==> config.mk <==
export PLATFORM = sky130hd
export DESIGN_NAME = llh_ctrl
export DESIGN_NICKNAME = d
export VERILOG_FILES = /design/src/design/llh_pkg.sv /design/src/design/llh_ctrl.sv
export SDC_FILE = /design/constraint.sdc
export NUM_CORES = 1
export LEC_CHECK = 0
export BUFFER_PORTS_ARGS = -buffer_cell sky130_fd_sc_hd__buf_2
export CAP_MARGIN = 20
export CORE_AREA = 2 2 39 41
export CTS_BUF_LIST = sky130_fd_sc_hd__clkbuf_2 sky130_fd_sc_hd__clkbuf_4 sky130_fd_sc_hd__clkbuf_8
export DETAILED_ROUTE_END_ITERATION = 6
export DIE_AREA = 0 0 41 43
export GPL_ROUTABILITY_DRIVEN = 0
export GPL_TIMING_DRIVEN = 0
export SYNTH_ARGS = -nofsm -noshare
export SYNTH_HDL_FRONTEND = slang
export SYNTH_SLANG_ARGS = --single-unit
==> constraint.sdc <==
create_clock -name clk -period 3.2 [get_ports clk]
set_clock_uncertainty 0.05 [all_clocks]
set_input_delay 0.32 -clock clk [delete_from_list [all_inputs] [get_ports clk]]
set_output_delay 0.32 -clock clk [all_outputs]
set_load 0.01 [all_outputs]
==> src/design/llh_pkg.sv <==
package llh_pkg;

  // request opcodes on the input channel
  typedef enum logic [1:0] {
    OP_OBSERVE = 2'd0,
    OP_QUERY   = 2'd1,
    OP_SUMMARY = 2'd2,
    OP_CLEAR   = 2'd3
  } llh_op_t;

  // controller states
  typedef enum logic [2:0] {
    S_IDLE,
    S_OBS_RD,
    S_OBS_WR,
    S_TGT,
    S_WALK,
    S_LOAD
  } llh_state_t;

  // result kinds
  localparam logic KIND_PCT     = 1'b0;
  localparam logic KIND_SUMMARY = 1'b1;

  // percentile constants
  localparam logic [6:0] PCT_MEDIAN = 7'd50;
  localparam logic [6:0] PCT_P95    = 7'd95;
  localparam logic [6:0] PCT_P99    = 7'd99;
  localparam logic [6:0] PCT_MAX    = 7'd100;

  // target slots: 0 is the query or median, 2 is the last summary target
  localparam logic [1:0] TGT_MEDIAN = 2'd0;
  localparam logic [1:0] TGT_P95    = 2'd1;
  localparam logic [1:0] TGT_LAST   = 2'd2;

  // scaled compare width: 64-bit count times a 7-bit percentile
  localparam int SCW = 71;

  // controller to datapath commands
  typedef struct packed {
    logic       capture;
    logic       clear;
    logic       obs_rd;
    logic       obs_wr;
    logic       tgt_en;
    logic [1:0] tgt_sel;
    logic       walk_en;
    logic       load;
  } llh_ctl_t;

  // datapath to controller status
  typedef struct packed {
    logic is_sum;
    logic skip;
    logic walk_done;
    logic out_free;
  } llh_sts_t;

  // bit width of a value, 0 for zero, via per-byte encoders
  function automatic logic [6:0] width_of(input logic [63:0] v);
    logic [7:0]      nz;
    logic [7:0][3:0] bw;
    logic [6:0]      res;
    res = 7'd0;
    for (int j = 0; j < 8; j++) begin
      nz[j] = |v[8*j +: 8];
      bw[j] = 4'd0;
      for (int i = 0; i < 8; i++) begin
        if (v[8*j + i]) begin
          bw[j] = 4'(i + 1);
        end
      end
    end
    for (int j = 0; j < 8; j++) begin
      if (nz[j]) begin
        res = 7'(j * 8) + 7'(bw[j]);
      end
    end
    return res;
  endfunction

  // upper bound of a bucket: 2^b - 1, all ones for the top bucket
  function automatic logic [63:0] upper_of(input logic [6:0] b);
    logic [63:0] res;
    if (b >= 7'd64) begin
      res = '1;
    end else begin
      res = ~({64{1'b1}} << b[5:0]);
    end
    return res;
  endfunction

endpackage

==> src/design/llh_ctrl.sv <==
module llh_ctrl (
  input  logic              clk,
  input  logic              rst_n,
  input  logic              in_valid,
  input  logic [1:0]        in_cmd,
  output logic              in_ready,
  input  llh_pkg::llh_sts_t sts,
  output llh_pkg::llh_ctl_t ctl
);

  llh_pkg::llh_state_t state_r, state_nxt;
  logic [1:0]          k_r, k_nxt;
  llh_pkg::llh_op_t    op;

  assign op = llh_pkg::llh_op_t'(in_cmd);

  // state and target counter
  always_ff @(posedge clk) begin
    if (!rst_n) begin
      state_r <= llh_pkg::S_IDLE;
      k_r     <= llh_pkg::TGT_MEDIAN;
    end else begin
      state_r <= state_nxt;
      k_r     <= k_nxt;
    end
  end

  // next state
  always_comb begin
    state_nxt = state_r;
    k_nxt     = llh_pkg::TGT_MEDIAN;
    unique case (state_r)
      llh_pkg::S_IDLE: begin
        if (in_valid) begin
          unique case (op)
            llh_pkg::OP_OBSERVE: state_nxt = llh_pkg::S_OBS_RD;
            llh_pkg::OP_QUERY,
            llh_pkg::OP_SUMMARY: state_nxt = llh_pkg::S_TGT;
            llh_pkg::OP_CLEAR:   state_nxt = llh_pkg::S_IDLE;
            default:             state_nxt = llh_pkg::S_IDLE;
          endcase
        end
      end
      llh_pkg::S_OBS_RD: state_nxt = llh_pkg::S_OBS_WR;
      llh_pkg::S_OBS_WR: state_nxt = llh_pkg::S_IDLE;
      llh_pkg::S_TGT: begin
        if (sts.skip) begin
          state_nxt = llh_pkg::S_LOAD;
        end else if (!sts.is_sum || k_r == llh_pkg::TGT_LAST) begin
          state_nxt = llh_pkg::S_WALK;
        end else begin
          k_nxt = k_r + 2'd1;
        end
      end
      llh_pkg::S_WALK: begin
        if (sts.walk_done) begin
          state_nxt = llh_pkg::S_LOAD;
        end
      end
      llh_pkg::S_LOAD: begin
        if (sts.out_free) begin
          state_nxt = llh_pkg::S_IDLE;
        end
      end
      default: state_nxt = llh_pkg::S_IDLE;
    endcase
  end

  // commands to the datapath
  always_comb begin
    in_ready    = 1'b0;
    ctl         = '0;
    ctl.tgt_sel = k_r;
    unique case (state_r)
      llh_pkg::S_IDLE: begin
        in_ready    = 1'b1;
        ctl.capture = in_valid;
        ctl.clear   = in_valid && (op == llh_pkg::OP_CLEAR);
      end
      llh_pkg::S_OBS_RD: ctl.obs_rd = 1'b1;
      llh_pkg::S_OBS_WR: ctl.obs_wr = 1'b1;
      llh_pkg::S_TGT:    ctl.tgt_en = 1'b1;
      llh_pkg::S_WALK:   ctl.walk_en = 1'b1;
      llh_pkg::S_LOAD:   ctl.load = sts.out_free;
      default: ;
    endcase
  end

endmodule

==> metrics.txt <==
minimum clock period after layout 1.58 ns; CP Buf/Inv Count 2; hold-fix buffers at CTS 0; Area Overhead vs Synth 44.4%; Peak VDD IR 162 uV; Fin Setup TNS 0 ns; wire length per cell ~8.8 um; actual slew at the worst max-slew pin approximately 0.25 ns; Die ar. 1760 um^2; Pleak between 0.2 and 0.25 nW; PwrDens between 400 and 500 nW/um^2; Fmax about 630 MHz; crit start category flop; first-pass GRT wire length 1010 um; CTS tree done; Post-DP Area 425 um^2; Cell Chain, Critical Path buf_6 > nor3_1 > and3_1 > buf_2; status completed; CP Capture Type primary output; Rows 14; share of cells above drive strength 1 0.441; CTS resizes 0; min-delay worst type in -> reg; overflow left after global routing 0; top fanout value on the critical path 10; initial antenna violation count 0; RSZ-0062 raised after global routing no; Ys Warns 0; max cap viols 0; post-CTS setup buffer count 0; vias in the first global route ~260; Max stage delay on crit path 0.30 ns; most frequent cells in the layout buf_2, nor2_1, dfxtp_1; Routed Antenna Nets 0; Clock Tree Buf Depth 2; Total Routing Usage GR 0.0863; Placeable Area roughly 1400 um^2; synth top area cells dfxtp_1, ha_1, nor2_1; mean post-synth cell area between 8 and 9 um^2; Slowest-stage cell, CP dfxtp_1; Yosys reg bits 5; Final Cycle Share 0.494; Power, Total 0.192 mW; Yosys cell types 22; post-synthesis instance area between 300 and 400 um^2; Final Hold Viols 0; Starting Density 0.228; commonest non-fill, non-tap cell in the layout buf_2; post-synthesis sequential area ratio 0.317; Die H 43 um; Yosys top cell area share 0.317; largest net degree at the start of global routing 11; Slew Viols, Final 0; Critical Path RT about 2.8 ns; Syn Nets 49; port bufs 18; cell family with most CP delay simple AND/OR/NAND/NOR gates; critical path class reg -> out; DRC 0; clk sinks 5; DR vias/cell about 4.4; worst skew pair latency between 0.2 and 0.25 ns; Critical Path AT about 1.2 ns; Vias 329; final instance area 455 um^2; PnR worst setup slack 1.62 ns; Ports 19; Post-Route WL 662 um; clk root buf clkbuf_4; pre-CTS setup slack about 1.9 ns; Clk pin slew, worst setup/hold paths 0.04 ns; nets 72; ANT cells 0; total CTS buffers 3; DRT Pass-1 Iters 1; Gate Count Post-Synth 37; post-DP HPWL 560 um; # setup viols final 0; Die W slightly above 40 um; worst rel slew slack 0.832; cell taking the most area after synthesis dfxtp_1; # H-tree levels 1; 1st-iter DRT viols 0
-- sequential cells by signal, indices dropped and copies added (netlist names) --
name and count:
k_r 2, state_r 3
-- cells in the mapped netlist --
| library cell | number |
|---|---|
| a21boi_1 | 1 |
| a31oi_1 | 1 |
| and2_1 | 1 |
| and2_2 | 1 |
| and3_1 | 1 |
| and3b_2 | 1 |
| buf_6 | 1 |
| dfxtp_1 | 5 |
| ha_1 | 3 |
| inv_1 | 1 |
| mux2_2 | 1 |
| nand2_1 | 1 |
| nand2b_1 | 3 |
| nand3_1 | 1 |
| nor2_1 | 6 |
| nor2b_1 | 1 |
| nor3_1 | 1 |
| nor3b_1 | 2 |
| o211ai_1 | 1 |
| o21ai_0 | 2 |
| o31ai_1 | 1 |
| or3_1 | 1 |
-- tightest hold or removal path, stage by stage --
cell and delay [ns]:
buf_2 0.12, o31ai_1 0.06, a31oi_1 0.04
-- cells by family (layout without fill, tap and decap cells) --
family          Yosys count  count (layout)  share of synthesized area
compound gates            6               6                      0.123
fa+ha+maj                 3               3                      0.119
buf+inv                   2              24                     0.0476
flops                     5               5                      0.317
mux                       1               1                     0.0357
simple gates             20              20                      0.357
-- where the power goes --
| group | total, mW | switching (mW) | leakage [nW] | internal, mW |
|---|---|---|---|---|
| combinational | 0.0445 | 0.0216 | 0.170 | 0.0230 |
| clock | 0.0783 | 0.0229 | 0.0184 | 0.0554 |
| sequential | 0.0692 | 0.00321 | 0.0407 | 0.0660 |
-- path summary, 6_finish.rpt --
kind               from         end  cells after the start  slack, ns
min               rst_n  state_r[0]                      3       0.31
max          state_r[0]      ctl[7]                      4       1.62
max reg2reg      k_r[0]  state_r[1]                      5       1.98
min reg2reg      k_r[0]      k_r[0]                      1       0.39
-- stage by stage --
| step | hold WS (ns) | util | std cells |
|---|---|---|---|
| 2_1_floorplan | 0.399 | - | 37 |
| 3_3_place_gp | 0.376 | 0.307 | 71 |
| 3_5_place_dp | 0.388 | 0.307 | 71 |
| 4_1_cts | 0.298 | 0.329 | 75 |
| 5_1_grt | 0.316 | 0.329 | 75 |
| 6_report | 0.307 | 0.329 | 75 |
-- metal layers --
metal / global-route usage / wire, um
met2: 0.128 / 339
met5: 0 / 0
met1: 0.0965 / 284
met3: 0.0628 / 38
met4: 0.0200 / 0
-- layout make-up --
cell class	count	area, um^2
clock buffer	4	30.0
tap	16	20.0
buffer	1	11.3
timing repair buffer	18	90.1
sequential	5	100
fill	155	928
inverter	1	3.75
multi-input combinational	30	200
Note: power is estimated with default switching activity, not from simulation.
